File: src/hw/rtl/tdpe_pkg.sv
// Shared types, constants and the sequencer program of the triaxial DPCM packet encoder.
package tdpe_pkg;

	localparam int SAMPLES_PER_PACKET = 12;
	localparam int CNT_W  = $clog2(SAMPLES_PER_PACKET + 1);
	localparam int ADDR_W = (SAMPLES_PER_PACKET > 1) ? $clog2(SAMPLES_PER_PACKET) : 1;
	localparam int PC_W   = 5;
	localparam int CFG_IDX_W = 3;

	localparam logic [7:0]  PKT_FLAGS     = 8'h01;
	localparam logic [7:0]  QUANT_STEP    = 8'd128;
	localparam logic signed [9:0] DELTA_LIMIT = 10'sd127;
	localparam logic [16:0] ROUND_POS     = 17'd64;
	localparam logic [16:0] ROUND_NEG     = 17'd63;
	localparam logic [15:0] MEDIUM_RST    = 16'd200;
	localparam logic [15:0] HIGH_RST      = 16'd800;

	localparam logic OP_SAMPLE = 1'b0;
	localparam logic OP_FLUSH  = 1'b1;

	typedef enum logic [CFG_IDX_W-1:0] {
		CFG_OFFSET_X = 3'd0,
		CFG_OFFSET_Y = 3'd1,
		CFG_OFFSET_Z = 3'd2,
		CFG_MEDIUM   = 3'd3,
		CFG_HIGH     = 3'd4
	} cfg_idx_t;

	typedef struct packed {
		logic               opcode;
		logic signed [15:0] accel_x;
		logic signed [15:0] accel_y;
		logic signed [15:0] accel_z;
	} sample_t;

	typedef struct packed {
		logic [7:0] packet_byte;
		logic       last_byte;
		logic [1:0] alarm_level;
	} packet_t;

	// one buffered sample, offsets already removed
	typedef struct packed {
		logic [15:0] z;
		logic [15:0] y;
		logic [15:0] x;
	} stored_t;

	typedef enum logic [1:0] {
		AX_X = 2'd0,
		AX_Y = 2'd1,
		AX_Z = 2'd2
	} axis_t;

	typedef enum logic [2:0] {
		BS_SEQ_LO = 3'd0,
		BS_SEQ_HI = 3'd1,
		BS_FLAGS  = 3'd2,
		BS_COUNT  = 3'd3,
		BS_SCALE  = 3'd4,
		BS_ABS_LO = 3'd5,
		BS_ABS_HI = 3'd6,
		BS_DELTA  = 3'd7
	} byte_sel_t;

	typedef enum logic [1:0] {
		RD_NONE  = 2'd0,
		RD_FIRST = 2'd1,
		RD_NEXT  = 2'd2
	} rd_t;

	typedef enum logic [1:0] {
		J_SEQ     = 2'd0,
		J_IF_MORE = 2'd1,
		J_IF_DONE = 2'd2,
		J_END     = 2'd3
	} jmp_t;

	typedef struct packed {
		byte_sel_t       src;
		logic            ld;
		axis_t           ax;
		logic            delta;
		logic            pk;
		logic            load_prev;
		rd_t             rd;
		jmp_t            jmp;
		logic [PC_W-1:0] tgt;
	} uop_t;

	localparam logic [PC_W-1:0] PC_LOOP  = 5'd11;
	localparam logic [PC_W-1:0] PC_DRAIN = 5'd14;

	function automatic uop_t uop_at(input logic [PC_W-1:0] pc);
		uop_t u;
		u = '{src: BS_FLAGS, ld: 1'b0, ax: AX_X, delta: 1'b0, pk: 1'b0,
			load_prev: 1'b0, rd: RD_NONE, jmp: J_SEQ, tgt: '0};
		case (pc)
			5'd0: begin
				u.src = BS_SEQ_LO; u.ld = 1'b1; u.rd = RD_FIRST;
			end
			5'd1: begin
				u.src = BS_SEQ_HI; u.ld = 1'b1; u.load_prev = 1'b1;
			end
			5'd2: begin
				u.src = BS_FLAGS; u.ld = 1'b1;
			end
			5'd3: begin
				u.src = BS_COUNT; u.ld = 1'b1;
			end
			5'd4: begin
				u.src = BS_SCALE; u.ld = 1'b1;
			end
			5'd5: begin
				u.src = BS_ABS_LO; u.ld = 1'b1; u.ax = AX_X; u.pk = 1'b1;
			end
			5'd6: begin
				u.src = BS_ABS_HI; u.ld = 1'b1; u.ax = AX_X;
			end
			5'd7: begin
				u.src = BS_ABS_LO; u.ld = 1'b1; u.ax = AX_Y; u.pk = 1'b1;
			end
			5'd8: begin
				u.src = BS_ABS_HI; u.ld = 1'b1; u.ax = AX_Y;
			end
			5'd9: begin
				u.src = BS_ABS_LO; u.ld = 1'b1; u.ax = AX_Z; u.pk = 1'b1;
			end
			5'd10: begin
				u.src = BS_ABS_HI; u.ld = 1'b1; u.ax = AX_Z;
				u.rd = RD_NEXT; u.jmp = J_IF_DONE; u.tgt = PC_DRAIN;
			end
			5'd11: begin
				u.src = BS_DELTA; u.ld = 1'b1; u.ax = AX_X; u.delta = 1'b1;
			end
			5'd12: begin
				u.src = BS_DELTA; u.ld = 1'b1; u.ax = AX_Y; u.delta = 1'b1;
			end
			5'd13: begin
				u.src = BS_DELTA; u.ld = 1'b1; u.ax = AX_Z; u.delta = 1'b1;
				u.rd = RD_NEXT; u.jmp = J_IF_MORE; u.tgt = PC_LOOP;
			end
			5'd14: begin
				u.jmp = J_SEQ;
			end
			5'd15: begin
				u.jmp = J_SEQ;
			end
			default: begin
				u.jmp = J_END;
			end
		endcase
		return u;
	endfunction

endpackage

File: src/hw/rtl/tdpe_ram.sv
// Generic single-write, single-read RAM with registered read data.
module tdpe_ram #(
	parameter int WIDTH = 48,
	parameter int DEPTH = 12
) (
	input  logic                                     clk,
	input  logic                                     we,
	input  logic [((DEPTH > 1) ? $clog2(DEPTH) : 1)-1:0] waddr,
	input  logic [WIDTH-1:0]                         wdata,
	input  logic                                     re,
	input  logic [((DEPTH > 1) ? $clog2(DEPTH) : 1)-1:0] raddr,
	output logic [WIDTH-1:0]                         rdata
);

	logic [WIDTH-1:0] mem_q [DEPTH];

	always_ff @(posedge clk) begin
		if (we) begin
			mem_q[waddr] <= wdata;
		end
		if (re) begin
			rdata <= mem_q[raddr];
		end
	end

endmodule

File: src/hw/rtl/triaxial_dpcm_packet_encoder.sv
// Top level of the triaxial DPCM packet encoder: sample buffer, microcoded packet sequencer.
// A sample beat that does not complete a packet leaves the block idle; the next may follow at once.
// A packet of n samples (11 + 3*(n-1) bytes) keeps the sequencer busy until its last byte is pushed;
// its first byte goes through the hold and output registers, then one byte a cycle without stall.
// The one-byte hold register in front of the output and the three-step peak pipeline set the tail.
// Reset restores offsets to 0 and thresholds to 200 / 800, clears count and sequence number;
// the sample buffer is not cleared, since every entry is written before it is read.
module triaxial_dpcm_packet_encoder (
	input  logic                                    clk,
	input  logic                                    arst_n,
	input  logic                                    sample_valid,
	output logic                                    sample_stall,
	input  tdpe_pkg::sample_t                       sample,
	output logic                                    packet_valid,
	input  logic                                    packet_stall,
	output tdpe_pkg::packet_t                       packet,
	input  logic                                    cfg_valid,
	output logic                                    cfg_ready,
	input  logic [tdpe_pkg::CFG_IDX_W-1:0]          cfg_index,
	input  logic [15:0]                             cfg_data
);

	import tdpe_pkg::*;

	// configuration registers
	logic [15:0] off_x_q, off_y_q, off_z_q, med_q, high_q;

	// buffer bookkeeping
	logic [CNT_W-1:0]  cnt_q;
	logic [15:0]       seq_q;
	logic              busy_q;
	logic [PC_W-1:0]   pc_q;
	logic [ADDR_W-1:0] idx_q;

	// datapath
	logic [15:0] prev_q [3];
	logic [15:0] peak_q;
	logic [15:0] pk_src_q;
	logic        pk_v_q;
	logic [7:0]  hold_q;
	logic        hold_v_q;
	logic [7:0]  q_s1;
	axis_t       ax_s1;
	logic        upd_s1;

	logic        out_v_q;
	packet_t     out_q;

	uop_t              uop;
	logic              sample_acc;
	logic              out_free;
	logic              want_push;
	logic              adv;
	logic              more;
	logic [CNT_W-1:0]  cnt_inc;
	logic              start;
	stored_t           wr_data;
	stored_t           rd_data;
	logic              rd_en;
	logic [ADDR_W-1:0] rd_addr;
	logic [ADDR_W-1:0] idx_nxt;
	logic [15:0]       cur_v;
	logic [15:0]       prev_v;
	logic [15:0]       diff;
	logic [16:0]       rnd;
	logic signed [9:0] qw;
	logic [7:0]        q8;
	logic [15:0]       recon;
	logic [15:0]       pk_mag;
	logic [7:0]        byte_nxt;
	logic [1:0]        level;

	assign cfg_ready    = 1'b1;
	assign sample_stall = busy_q;
	assign sample_acc   = sample_valid && !busy_q;

	assign packet_valid = out_v_q;
	assign packet       = out_q;

	// configuration writes
	always_ff @(posedge clk or negedge arst_n) begin
		if (!arst_n) begin
			off_x_q <= '0;
			off_y_q <= '0;
			off_z_q <= '0;
			med_q   <= MEDIUM_RST;
			high_q  <= HIGH_RST;
		end else if (cfg_valid) begin
			case (cfg_index)
				CFG_OFFSET_X: off_x_q <= cfg_data;
				CFG_OFFSET_Y: off_y_q <= cfg_data;
				CFG_OFFSET_Z: off_z_q <= cfg_data;
				CFG_MEDIUM:   med_q   <= cfg_data;
				CFG_HIGH:     high_q  <= cfg_data;
				default:      ;
			endcase
		end
	end

	// Input side: store offset-corrected samples, kick the sequencer when the
	// buffer fills or a flush arrives with samples held.
	assign cnt_inc = cnt_q + CNT_W'(1);
	assign wr_data = '{z: sample.accel_z - off_z_q,
		y: sample.accel_y - off_y_q,
		x: sample.accel_x - off_x_q};
	always_comb begin
		start = 1'b0;
		if (sample_acc) begin
			if (sample.opcode == OP_SAMPLE) begin
				start = (cnt_inc == CNT_W'(SAMPLES_PER_PACKET));
			end else begin
				start = (cnt_q != '0);
			end
		end
	end

	tdpe_ram #(
		.WIDTH($bits(stored_t)),
		.DEPTH(SAMPLES_PER_PACKET)
	) u_store (
		.clk  (clk),
		.we   (sample_acc && (sample.opcode == OP_SAMPLE)),
		.waddr(cnt_q[ADDR_W-1:0]),
		.wdata(wr_data),
		.re   (rd_en),
		.raddr(rd_addr),
		.rdata(rd_data)
	);

	// Sequencer: fetch the control word, advance unless a beat must leave and
	// the output register is full and stalled.
	assign uop       = uop_at(pc_q);
	assign out_free  = !out_v_q || !packet_stall;
	assign want_push = (uop.ld && hold_v_q) || (uop.jmp == J_END);
	assign adv       = busy_q && (!want_push || out_free);
	assign more      = (CNT_W'(idx_q) + CNT_W'(1)) < cnt_q;
	assign idx_nxt   = idx_q + ADDR_W'(1);
	assign rd_en     = adv && ((uop.rd == RD_FIRST) || ((uop.rd == RD_NEXT) && more));
	assign rd_addr   = (uop.rd == RD_FIRST) ? '0 : idx_nxt;

	always_ff @(posedge clk or negedge arst_n) begin
		if (!arst_n) begin
			cnt_q    <= '0;
			seq_q    <= '0;
			busy_q   <= 1'b0;
			pc_q     <= '0;
			idx_q    <= '0;
			hold_v_q <= 1'b0;
		end else if (!busy_q) begin
			if (sample_acc && (sample.opcode == OP_SAMPLE)) begin
				cnt_q <= cnt_inc;
			end
			if (start) begin
				busy_q   <= 1'b1;
				pc_q     <= '0;
				hold_v_q <= 1'b0;
			end
		end else if (adv) begin
			if (uop.ld) begin
				hold_v_q <= 1'b1;
			end
			if (uop.rd == RD_FIRST) begin
				idx_q <= '0;
			end else if ((uop.rd == RD_NEXT) && more) begin
				idx_q <= idx_nxt;
			end
			case (uop.jmp)
				J_SEQ:     pc_q <= pc_q + PC_W'(1);
				J_IF_MORE: pc_q <= more ? uop.tgt : pc_q + PC_W'(1);
				J_IF_DONE: pc_q <= more ? pc_q + PC_W'(1) : uop.tgt;
				J_END: begin
					// packet done: drop the held samples, bump the sequence number
					busy_q   <= 1'b0;
					hold_v_q <= 1'b0;
					cnt_q    <= '0;
					seq_q    <= seq_q + 16'd1;
				end
				default: pc_q <= pc_q;
			endcase
		end
	end

	// Delta quantizer: round half away from zero by 128, saturate to +-127.
	always_comb begin
		case (uop.ax)
			AX_X:    cur_v = rd_data.x;
			AX_Y:    cur_v = rd_data.y;
			AX_Z:    cur_v = rd_data.z;
			default: cur_v = rd_data.x;
		endcase
		case (uop.ax)
			AX_X:    prev_v = prev_q[0];
			AX_Y:    prev_v = prev_q[1];
			AX_Z:    prev_v = prev_q[2];
			default: prev_v = prev_q[0];
		endcase
	end

	assign diff = cur_v - prev_v;
	assign rnd  = {diff[15], diff} + (diff[15] ? ROUND_NEG : ROUND_POS);
	assign qw   = $signed(rnd[16:7]);
	always_comb begin
		if (qw > DELTA_LIMIT) begin
			q8 = DELTA_LIMIT[7:0];
		end else if (qw < -DELTA_LIMIT) begin
			q8 = 8'(-DELTA_LIMIT);
		end else begin
			q8 = qw[7:0];
		end
	end

	always_comb begin
		case (uop.src)
			BS_SEQ_LO: byte_nxt = seq_q[7:0];
			BS_SEQ_HI: byte_nxt = seq_q[15:8];
			BS_FLAGS:  byte_nxt = PKT_FLAGS;
			BS_COUNT:  byte_nxt = 8'(cnt_q);
			BS_SCALE:  byte_nxt = QUANT_STEP;
			BS_ABS_LO: byte_nxt = prev_v[7:0];
			BS_ABS_HI: byte_nxt = prev_v[15:8];
			BS_DELTA:  byte_nxt = q8;
			default:   byte_nxt = PKT_FLAGS;
		endcase
	end

	// Reconstruction in the cycle after the quantizer; each axis is revisited
	// only after the steps of the other two axes, so the update is always in time.
	assign recon  = prev_q[ax_s1] + {q_s1[7], q_s1, 7'b0};
	assign pk_mag = pk_src_q[15] ? (~pk_src_q + 16'd1) : pk_src_q;

	always_ff @(posedge clk or negedge arst_n) begin
		if (!arst_n) begin
			upd_s1 <= 1'b0;
			pk_v_q <= 1'b0;
		end else begin
			upd_s1 <= adv && uop.delta;
			pk_v_q <= upd_s1 || (adv && uop.pk);
		end
	end

	always_ff @(posedge clk) begin
		q_s1  <= q8;
		ax_s1 <= uop.ax;
		if (adv && uop.ld) begin
			hold_q <= byte_nxt;
		end
		if (adv && uop.load_prev) begin
			prev_q[0] <= rd_data.x;
			prev_q[1] <= rd_data.y;
			prev_q[2] <= rd_data.z;
			peak_q    <= '0;
		end else begin
			if (upd_s1) begin
				prev_q[ax_s1] <= recon;
			end
			if (pk_v_q && (pk_mag > peak_q)) begin
				peak_q <= pk_mag;
			end
		end
		// feed the peak tracker: a fresh reconstruction, or a header value
		if (upd_s1) begin
			pk_src_q <= recon;
		end else if (adv && uop.pk) begin
			pk_src_q <= prev_v;
		end
	end

	// alarm level from the peak reconstructed magnitude
	always_comb begin
		if (peak_q >= high_q) begin
			level = 2'd2;
		end else if (peak_q >= med_q) begin
			level = 2'd1;
		end else begin
			level = 2'd0;
		end
	end

	// Output register: each loading step after the first pushes the previously held byte; the
	// final step pushes the last one with the alarm level.
	always_ff @(posedge clk or negedge arst_n) begin
		if (!arst_n) begin
			out_v_q <= 1'b0;
		end else if (adv && want_push) begin
			out_v_q <= 1'b1;
		end else if (!packet_stall) begin
			out_v_q <= 1'b0;
		end
	end

	always_ff @(posedge clk) begin
		if (adv && want_push) begin
			if (uop.jmp == J_END) begin
				out_q <= '{packet_byte: hold_q, last_byte: 1'b1, alarm_level: level};
			end else begin
				out_q <= '{packet_byte: hold_q, last_byte: 1'b0, alarm_level: 2'd0};
			end
		end
	end

endmodule

File: config.mk
export PLATFORM = sky130hd
export DESIGN_NAME = triaxial_dpcm_packet_encoder
export DESIGN_NICKNAME = d
export VERILOG_FILES = /design/src/hw/rtl/tdpe_pkg.sv /design/src/hw/rtl/tdpe_ram.sv /design/src/hw/rtl/triaxial_dpcm_packet_encoder.sv
export SDC_FILE = /design/constraint.sdc
export NUM_CORES = 1
export LEC_CHECK = 0
export BUFFER_PORTS_ARGS = -buffer_cell sky130_fd_sc_hd__buf_2
export CAP_MARGIN = 20
export CORE_MARGIN = 2
export CORE_UTILIZATION = 36
export DETAILED_ROUTE_END_ITERATION = 10
export GPL_TIMING_DRIVEN = 0
export SLEW_MARGIN = 30
export SYNTH_ARGS = -nofsm -noshare
export SYNTH_HDL_FRONTEND = slang
export SYNTH_HIERARCHICAL = 1
export SYNTH_SLANG_ARGS = --single-unit
export TNS_END_PERCENT = 5
File: constraint.sdc
create_clock -name clk -period 8.1 [get_ports clk]
set_input_delay 2.43 -clock clk [delete_from_list [all_inputs] [get_ports clk]]
set_output_delay 2.43 -clock clk [all_outputs]
set_load 0.1 [all_outputs]
==> results of run 1 <==
-- repair_timing --
item | in CTS | in global routing
gates resized for setup | 4 | 9
setup endpoints to repair | 14 | 9
gates cloned | 0 | 0
setup buffers | 0 | 2
-- cells in the mapped netlist (all sizes together), types with 5 or more instances --
| library cell | instances |
|---|---|
| nor2b | 22 |
| mux2 | 75 |
| clkbuf | 61 |
| inv | 171 |
| buf | 52 |
| dfstp | 6 |
| nand2 | 188 |
| nand3 | 27 |
| a22oi | 63 |
| a221oi | 12 |
| mux2i | 121 |
| o21ai | 165 |
| edfxtp | 723 |
| or2 | 6 |
| nor2 | 128 |
| o211ai | 13 |
| xnor2 | 60 |
| xor2 | 26 |
| maj3 | 6 |
| o21a | 9 |
| and2 | 12 |
| a31oi | 9 |
| o221ai | 49 |
| a21boi | 19 |
| and3 | 10 |
| nor3 | 19 |
| a211oi | 8 |
| a21o | 40 |
| o22ai | 5 |
| dfxtp | 26 |
| a21oi | 55 |
| nand2b | 18 |
| ha | 132 |
| dfrtp | 108 |
| o21bai | 8 |
| nand3b | 5 |
| nor4 | 7 |
| or3 | 9 |
| o31ai | 9 |
| nor3b | 5 |
| mux4 | 112 |
| a221o | 18 |
| nand4 | 8 |
| a22o | 6 |
-- cells in the final DEF (no fill, tap or decap), drive strengths merged, types with 7 or more instances in the layout --
cell type	instances
a211oi	8
a21boi	19
a21o	40
a21oi	55
a221o	18
a221oi	12
a22oi	63
a31oi	9
and2	12
and3	10
buf	200
bufinv	9
clkbuf	182
clkinv	32
dfrtp	108
dfxtp	26
edfxtp	723
ha	132
inv	174
mux2	75
mux2i	121
mux4	112
nand2	188
nand2b	18
nand3	27
nand4	8
nor2	128
nor2b	22
nor3	19
nor4	7
o211ai	13
o21a	9
o21ai	165
o21bai	8
o221ai	49
o31ai	9
or3	9
xnor2	60
xor2	26
-- sequential cells by signal, indices dropped and copies added, names as in the netlist, 11 cells and up --
| register | count |
|---|---|
| pk_src_q | 16 |
| u_store/mem_q | 576 |
| prev_q | 64 |
| off_y_q | 16 |
| high_q | 16 |
| med_q | 16 |
| u_store/rdata | 48 |
| off_z_q | 16 |
| peak_q | 16 |
| off_x_q | 16 |
| seq_q | 16 |
| packet | 11 |
-- cell type report --
| cell class | count | area share, % |
|---|---|---|
| clock buffer | 123 | 5.45 |
| buffer | 112 | 1.33 |
| sequential | 863 | 54.4 |
| timing repair buffer | 147 | 3.23 |
| clock inverter | 48 | 1.21 |
| inverter | 171 | 1.39 |
| tap | 1414 | 3.84 |
| antenna | 2 | 0.0109 |
| multi-input combinational | 1544 | 29.1 |
-- cell families (layout without fill, tap and decap cells) --
logic type               Yosys count  count (layout)  synth area share (%)
AO/OA/AOI/OAI                    531             531                  9.48
XOR/XNOR                          86              86                  1.98
adder cells (fa/ha/maj)          142             142                  4.54
buffers and inverters            284             601                  3.17
flip-flops                       863             863                  63.4
multiplexers                     308             308                  11.7
other                              1               3               0.00948
AND/OR/NAND/NOR                  476             476                  5.69
-- power by group through the flow --
stage / registers (W) / clock network, W / logic [W]
final: 0.00630 / 0.00424 / 0.00741
after global routing: 0.00635 / 0.00449 / 0.00798
after CTS: 0.00630 / 0.00432 / 0.00740
after detailed placement: 0.00639 / 0 / 0.00737
after global placement: 0.00641 / 0 / 0.00716
after floorplan: 0.00644 / 0 / 0.00491
-- worst max-delay path, delay by kind of cell (launching register included) --
| kind | cells | cell delay [ns] |
|---|---|---|
| compound gates | 10 | 2.49 |
| fa+ha+maj | 6 | 1.84 |
| buf+inv | 9 | 1.81 |
| flops | 1 | 0.47 |
| simple gates | 5 | 0.93 |
-- routing by layer --
| layer | up-vias | GRT usage (%) | wire length (um) | part of all wire, % |
|---|---|---|---|---|
| li1 | 10800 | - | - | - |
| met1 | 12100 | 25.1 | 44700 | 42 |
| met2 | 733 | 31.3 | 51800 | 49 |
| met5 | - | 0 | 0 | 0 |
| met3 | 161 | 3.01 | 6760 | 6.4 |
| met4 | 0 | 5.63 | 2910 | 2.7 |
-- per-stage QoR --
| stage | setup WS [ns] | instance area, sq um | hold WS (ns) | total power (W) |
|---|---|---|---|---|
| after CTS | 0.0522 | 46000 | 0.425 | 0.0180 |
| after floorplan | 0.919 | 39600 | 0.400 | 0.0113 |
| after global routing | 0.0309 | 46100 | 0.429 | 0.0188 |
| after detailed placement | -0.550 | 42900 | 0.411 | 0.0138 |
| final | 0.289 | 46100 | 0.421 | 0.0180 |
| after global placement | -3.60 | 41800 | 0.400 | 0.0136 |
-- final timing paths --
| kind | from | endpoint | slack (ns) | cells past startpoint |
|---|---|---|---|---|
| setup / recovery | pc_q[0] | hold_q[3] | 0.29 | 30 |
| hold / removal | hold_q[1] | packet[4] | 0.42 | 0 |
| setup reg to reg | pc_q[0] | hold_q[3] | 0.29 | 30 |
| hold reg to reg | hold_q[1] | packet[4] | 0.42 | 0 |
| max in group asynchronous | arst_n | off_x_q[14] | 5.58 | 2 |
| min in group asynchronous | arst_n | pk_v_q | 1.69 | 1 |
==> reports/results.txt, run 1 <==
Post-synthesis sequential area ratio = 63.4%
Crit path max-delay cell type = dfrtp_1
Drt total wl = 106000 um
Final setup vio count = 0
Crit path DAT = 8.18 ns
# placed instances = 4250
First-pass GRT wire length = 156000 um
# nets final = 3140
Worst setup EP type = register
Starting density of the core = 36.3%
I/O Pins = 87
Status = finished clean
Max_slew headroom = 34.8%
Fmax = 0.128 GHz
Post-synthesis cell area = 0.0396 sq mm
Number of global-route vias before repair = 23300
Vias = 23800
Multi-input gate area = 0.0134 sq mm
Comb power frac = 41.3%
Cts hold-fix bufs = 0
Filler cells = 9777
Clk_lat worst skew = 0.67 ns
Core Footprint = 0.109 sq mm
CTS tree = yes
Psw = 0.00671 W
Share of cells above drive strength 1 = 20.2%
Detailed Place HPWL = 77200 um
Initial antenna violation count = 2
Detailed Route Iter0 Violations = 2466
Clock root buffer = clkbuf_16
Area leader, netlist = edfxtp_1
P_int = 0.0112 W
GRT Overall Usage = 18.7%
Overflow after GRT = 0
CP max stage delay = 0.47 ns
Die Span X = 336 um
Die Y-Extent = 336 um
Port buffer count = 85
GPL Wtd Cong = 0.889
P_leak = 16.7 nW
Die area = 0.113 sq mm
Largest net degree at the start of global routing = 70
Critical path class = register to register
Clock skew = 0.0517 ns
Pre-antenna DRT Iters = 7
Maximum clock insertion buffer count = 3
Rows = 121
Drt wl/cell = 24.0 um
HP Class = register to register
Sink Count = 863
Flop pwr share = 35.1%
Final non-filler cell total = 4424
DRC viols = 0
Hold violation count in the final report = 0
Area share of the largest cell type after synthesis = 54.9%
Worst EP required = 8.47 ns
Post-Syn Nets = 2900
H-tree levels = 3
Avg Inst Size Synth = 14.7 sq um
Asr flop ratio synth = 13.2%
Worst Tran Pin Value = 0.968 ns
Worst Path Max Fanout = 10
Top FF cell, synth = edfxtp_1
Register area = 0.0251 sq mm
Clock transition at path regs = 0.06 ns
FF+latch count, synth = 863
Synth top area cells = edfxtp_1 55%, dfrtp_1 6.8%, mux4_2 6.4%
Max_cap viols = 0
Switching share of total power = 37.4%
Post-synth EDFFs = 723
DR vias/cell = 5.38
Final core utilization = 42.3%
Final setup TNS = 0 ns
Clock Power Share = 23.6%
Peak VDD IR = 0.192 mV
Min Tclk post-route = 7.81 ns
Slew Viols, Final = 0
Remaining antenna violation count = 0
Layout area overhead = 16.5%
TritonCTS Buffers = 92
Mapped Cells = 2691
Synth cell types = 102
CP startpoint kind = register
RSZ-0062 raised after global routing = no
PwrDens = 390 mW/mm^2
Fin crit share = 96.4%
Yosys warnings = 6
No activity file was read; power rests on OpenSTA's default activity.
==> run 2, diff against run 1 <==
--- a/config.mk
+++ b/config.mk
@@ -11,6 +11,7 @@
 export CORE_UTILIZATION = 36
 export DETAILED_ROUTE_END_ITERATION = 10
 export GPL_TIMING_DRIVEN = 0
+export SETUP_SLACK_MARGIN = 0.4
 export SLEW_MARGIN = 30
 export SYNTH_ARGS = -nofsm -noshare
 export SYNTH_HDL_FRONTEND = slang
==> reports/results.txt, run 2 (same netlist as run 1, synthesis figures left out) <==
Peak VDD IR = 0.192 mV (+0.15%)
Clock transition at path regs = 0.06 ns (about the same)
Starting density of the core = 36.3% (unchanged)
Most frequent cells in the layout = 723 x edfxtp_1, 184 x nand2_1, 169 x inv_1
Sink Count = 863 (unchanged)
Drt wl/cell = 24.0 um (+0.15%)
Min Tclk post-route = 7.41 ns (-0.402 ns)
Largest net degree at the start of global routing = 70 (unchanged)
TritonCTS Buffers = 92 (unchanged)
Die Span X = 336 um (unchanged)
Share of cells above drive strength 1 = 20.4% (+0.17 points)
I/O Pins = 87 (unchanged)
Comb power frac = 41.4% (about the same)
Clock Power Share = 23.6% (about the same)
Vias = 23800 (-0.15%)
Core Footprint = 0.109 sq mm (unchanged)
Detailed Place HPWL = 77200 um (unchanged)
Registers with the most flip-flops = u_store/mem_q (576), prev_q (64), u_store/rdata (48)
# nets final = 3139 (-0.032%)
HP Class = register to register
H-tree levels = 3 (unchanged)
Fmax = 0.135 GHz (+5.4%)
CP max stage delay = 0.43 ns (-0.04 ns)
Die Y-Extent = 336 um (unchanged)
Worst setup EP type = register
Crit path DAT = 7.78 ns (-0.40 ns)
Area after DPL = 0.0429 sq mm (unchanged)
Cts hold-fix bufs = 0 (unchanged)
DR vias/cell = 5.37 (-0.15%)
Switching share of total power = 37.4% (about the same)
Maximum clock insertion buffer count = 3 (unchanged)
Layout area overhead = 16.5% (about the same)
Max reg flops = 576 (unchanged)
Rows = 121 (unchanged)
Port buffer count = 85 (unchanged)
Slew Viols, Final = 0 (unchanged)
Overflow after GRT = 0 (unchanged)
Flop pwr share = 35.1% (about the same)
PwrDens = 390 mW/mm^2 (about the same)
Drt total wl = 106000 um (+0.15%)
GRT Overall Usage = 18.7% (about the same)
Remaining antenna violation count = 0 (unchanged)
DRC viols = 0 (unchanged)
Largest Register = u_store/mem_q
Worst Tran Pin Value = 1.02 ns (+0.0503 ns)
Pre-antenna DRT Iters = 7 (unchanged)
Clock skew = 0.0523 ns (+0.000619 ns)
Fin crit share = 91.5% (-5.0 points)
Clock root buffer = clkbuf_16
Worst EP required = 8.47 ns (about the same)
RSZ-0062 raised after global routing = no
CTS tree = yes
Final Power = 0.0180 W (+0.13%)
Initial antenna violation count = 2 (unchanged)
GPL Wtd Cong = 0.889 (unchanged)
Status = finished clean
First-pass GRT wire length = 156000 um (about the same)
Max_cap viols = 0 (unchanged)
Critical path class = register to register
Max_slew headroom = 31.9% (-2.9 points)
Final setup vio count = 0 (unchanged)
Detailed Route Iter0 Violations = 2405 (-2.5%)
Most common cell after layout, fill and taps aside = edfxtp_1
CP startpoint kind = register
Die area = 0.113 sq mm (unchanged)
Psw = 0.00672 W (+0.11%)
Crit path max-delay cell type = or3_1
Final instance area = 0.0461 sq mm (about the same)
P_int = 0.0113 W (+0.14%)
Number of global-route vias before repair = 23300 (+0.017%)
Clk_lat worst skew = 0.67 ns (about the same)
P_leak = 16.7 nW (about the same)
Hold violation count in the final report = 0 (unchanged)
Worst Path Max Fanout = 10 (unchanged)
[run 2: metrics by stage]
step                setup slack (ns)  hold slack, ns  utilization [%]  setup TNS (ns)  instances
detailed placement            -0.550           0.411             39.4           -3.96       4250
global placement               -3.60           0.400             38.3         -590.92       4190
global route                   0.415           0.429             42.3               0       4421
CTS                            0.403           0.425             42.2               0       4421
finish                         0.691           0.422             42.3               0       4424
floorplan                      0.919           0.400                -               0       2691
[run 2: critical path: cells and delay by family, from the launching register on]
kind	cells	cell delay, ns
AOI/OAI and AO/OA	10	2.21
adders and majority gates	5	1.60
buffers and inverters	10	1.86
DFF	1	0.36
and+or+nand+nor	6	1.09
[run 2: path summary, 6_finish.rpt]
kind | from | to | slack, ns | cells after the start
max in group asynchronous | arst_n | off_x_q[14] | 5.59 | 2
max reg2reg | pc_q[2] | hold_q[3] | 0.69 | 31
min | hold_q[1] | packet[4] | 0.42 | 0
min in group asynchronous | arst_n | pk_v_q | 1.69 | 1
max | pc_q[2] | hold_q[3] | 0.69 | 31
min reg2reg | hold_q[1] | packet[4] | 0.42 | 0
[run 2: layout make-up]
cell class / count / area (sq um)
antenna: 3 / 7.51
buffer: 113 / 628
clock buffer: 123 / 2510
clock inverter: 48 / 556
fill: 9776 / 62900
inverter: 171 / 644
multi-input combinational: 1544 / 13400
sequential: 863 / 25100
tap: 1414 / 1770
timing repair buffer: 145 / 1470
[run 2: repair_timing]
action                     in CTS  in global routing
setup buffers                   0                  0
setup endpoints to repair      16                  9
resized for setup              13                 13
pin swaps                       0                  0
[run 2: layer usage]
metal  vias up  GRT usage [%]  wire length [um]
li1      10800              -                 -
met1     12000           25.1             44800
met2       726           31.3             51700
met3       164           3.01              6640
met4         0           5.63              3160
met5         -              0                 0
[run 2: power by group through the flow]
stage / registers [W] / logic, W / clock network (W)
2_1_floorplan: 0.00644 / 0.00491 / 0
3_3_place_gp: 0.00641 / 0.00716 / 0
3_5_place_dp: 0.00639 / 0.00737 / 0
4_1_cts: 0.00630 / 0.00741 / 0.00432
5_1_grt: 0.00635 / 0.00801 / 0.00449
6_report: 0.00630 / 0.00744 / 0.00424
==> run 3, diff against run 2 <==
--- a/config.mk
+++ b/config.mk
@@ -5,7 +5,7 @@
 export SDC_FILE = /design/constraint.sdc
 export NUM_CORES = 1
 export LEC_CHECK = 0
-export BUFFER_PORTS_ARGS = -buffer_cell sky130_fd_sc_hd__buf_2
+export BUFFER_PORTS_ARGS = -buffer_cell sky130_fd_sc_hd__buf_4
 export CAP_MARGIN = 20
 export CORE_MARGIN = 2
 export CORE_UTILIZATION = 36
==> reports/results.txt, run 3 (same netlist as run 1, synthesis figures left out) <==
Rows = 121 (unchanged)
HP Class = register to register
Bufs and invs on worst path = 9 (-1)
Remaining antenna violation count = 0 (unchanged)
Most frequent cells in the layout = 723 x edfxtp_1, 184 x nand2_1, 169 x inv_1
Fmax = 0.135 GHz (about the same)
Slew Viols, Final = 0 (unchanged)
CP startpoint kind = register
Clock skew = 0.0470 ns (-0.00535 ns)
Detailed Place HPWL = 76800 um (-0.50%)
Vias = 23800 (+0.21%)
Psw = 0.00671 W (-0.13%)
Worst R2R Start = pc_q[0]
First-pass GRT wire length = 156000 um (+0.21%)
# placed instances = 4249 (-0.024%)
Drt wl/cell = 24.2 um (+0.57%)
Max_cap viols = 0 (unchanged)
Maximum clock insertion buffer count = 3 (unchanged)
DRC viols = 0 (unchanged)
CP dominant cell by count = ha_1
TritonCTS Buffers = 91 (-1.1%)
Cts hold-fix bufs = 0 (unchanged)
Die Span X = 336 um (unchanged)
Largest Register = u_store/mem_q
Overflow after GRT = 0 (unchanged)
Worst EP required = 8.47 ns (about the same)
Clock root buffer = clkbuf_16
Peak VDD IR = 0.185 mV (-4.0%)
Hold path start = hold_q[5]
Crit path max-delay cell type = dfrtp_2
GRT Overall Usage = 18.9% (+0.15 points)
Sink Count = 863 (unchanged)
P_int = 0.0112 W (-0.91%)
Fin crit share = 91.6% (about the same)
Crit path DAT = 7.79 ns (about the same)
Final Power = 0.0179 W (-0.62%)
Final core utilization = 42.3% (about the same)
GPL Wtd Cong = 0.883 (-0.73%)
Switching share of total power = 37.6% (+0.18 points)
Hold violation count in the final report = 0 (unchanged)
Core Footprint = 0.109 sq mm (unchanged)
Die area = 0.113 sq mm (unchanged)
Registers with the most flip-flops = u_store/mem_q (576), prev_q (64), u_store/rdata (48)
Worst Path Max Fanout = 10 (unchanged)
Pre-antenna DRT Iters = 5 (-2)
Clock Power Share = 23.0% (-0.6 points)
Final non-filler cell total = 4420 (-0.090%)
CP max stage delay = 0.45 ns (+0.02 ns)
# nets final = 3138 (-0.032%)
Detailed Route Iter0 Violations = 2129 (-11%)
Clock transition at path regs = 0.06 ns (about the same)
Initial antenna violation count = 7 (+5)
Max_slew headroom = 33.4% (+1.5 points)
PwrDens = 387 mW/mm^2 (-0.68%)
DR vias/cell = 5.39 (+0.30%)
Worst Tran Pin Value = 0.988 ns (-0.0302 ns)
Min Tclk post-route = 7.42 ns (+0.00699 ns)
Max reg flops = 576 (unchanged)
Share of cells above drive strength 1 = 20.2% (-0.11 points)
RSZ-0062 raised after global routing = no
CTS tree = yes
I/O Pins = 87 (unchanged)
Critical path class = register to register
Largest net degree at the start of global routing = 70 (unchanged)
Cell family with most CP delay = compound AO/OA/AOI/OAI gates
Die Y-Extent = 336 um (unchanged)
Port buffer count = 85 (unchanged)
Number of global-route vias before repair = 23400 (+0.22%)
Most common cell after layout, fill and taps aside = edfxtp_1
H-tree levels = 3 (unchanged)
Starting density of the core = 36.3% (unchanged)
Status = finished clean
Flop pwr share = 35.3% (+0.2 points)
Layout area overhead = 16.6% (about the same)
Comb power frac = 41.7% (+0.3 points)
P_leak = 16.7 nW (about the same)
Worst setup EP type = register
Clk_lat worst skew = 0.67 ns (about the same)
Final setup vio count = 0 (unchanged)
CP Launch Point = pc_q[0]
Drt total wl = 107000 um (+0.48%)
## run 3: changes by cell type in the layout (fill, tap and decap cells not counted), sizes merged
cell and change:
buf +1, bufinv -2, clkbuf -6, clkinv +3
## run 3: repair_timing
item,4_1_cts,5_1_grt
gates cloned,0,0
endpoints found under the setup margin,16,12
buffers inserted,1,0
gates resized for setup,11,15
## run 3: power by group through the flow
stage	Sequential [W]	Clock (W)	Combinational, W
global placement	0.00641	0	0.00721
CTS	0.00630	0.00419	0.00742
finish	0.00630	0.00411	0.00745
global route	0.00635	0.00436	0.00806
detailed placement	0.00639	0	0.00737
floorplan	0.00644	0	0.00491
## run 3: path summary, 6_finish.rpt
| check | endpoint | slack (ns) | depth (start not counted) |
|---|---|---|---|
| max | hold_q[3] | 0.68 | 30 |
| min | packet[8] | 0.42 | 0 |
| max reg2reg | hold_q[3] | 0.68 | 30 |
| min reg2reg | packet[8] | 0.42 | 0 |
| max in group asynchronous | off_y_q[9] | 5.61 | 2 |
| min in group asynchronous | idx_q[0] | 1.69 | 1 |
## run 3: metal layers
metal / track usage (%) / wire (um) / vias up
met4: 7.20 / 4230 / 0
met2: 30.9 / 50900 / 794
met1: 24.9 / 44300 / 12000
li1: - / - / 10900
met3: 3.56 / 7370 / 165
met5: 0 / 0 / -
## run 3: per-stage QoR
| stage | hold slack, ns | area (sq um) | setup TNS, ns | worst slack (ns) |
|---|---|---|---|---|
| floorplan | 0.400 | 39600 | 0 | 0.919 |
| global placement | 0.401 | 42000 | -640.93 | -3.76 |
| detailed placement | 0.405 | 43100 | -3.39 | -0.510 |
| CTS | 0.418 | 46100 | 0 | 0.412 |
| global route | 0.433 | 46100 | 0 | 0.422 |
| finish | 0.417 | 46100 | 0 | 0.684 |
## run 3: final cells by class
type / instances / area [sq um]
fillers: 9839 / 62900
flip-flops and latches: 863 / 25100
multi-input cells: 1544 / 13400
clock buffers: 118 / 2430
well taps: 1414 / 1770
repair buffers: 145 / 1650
inverters: 171 / 642
plain buffers: 113 / 627
clock inverters: 49 / 505
diodes: 3 / 7.51
## run 3: worst register-to-register path: cells and delay by family, from the launching register on
family | cells | cell delay [ns]
DFF | 1 | 0.45
adders and majority gates | 5 | 1.48
AOI/OAI and AO/OA | 11 | 2.66
buffers and inverters | 9 | 1.60
and+or+nand+nor | 5 | 0.98
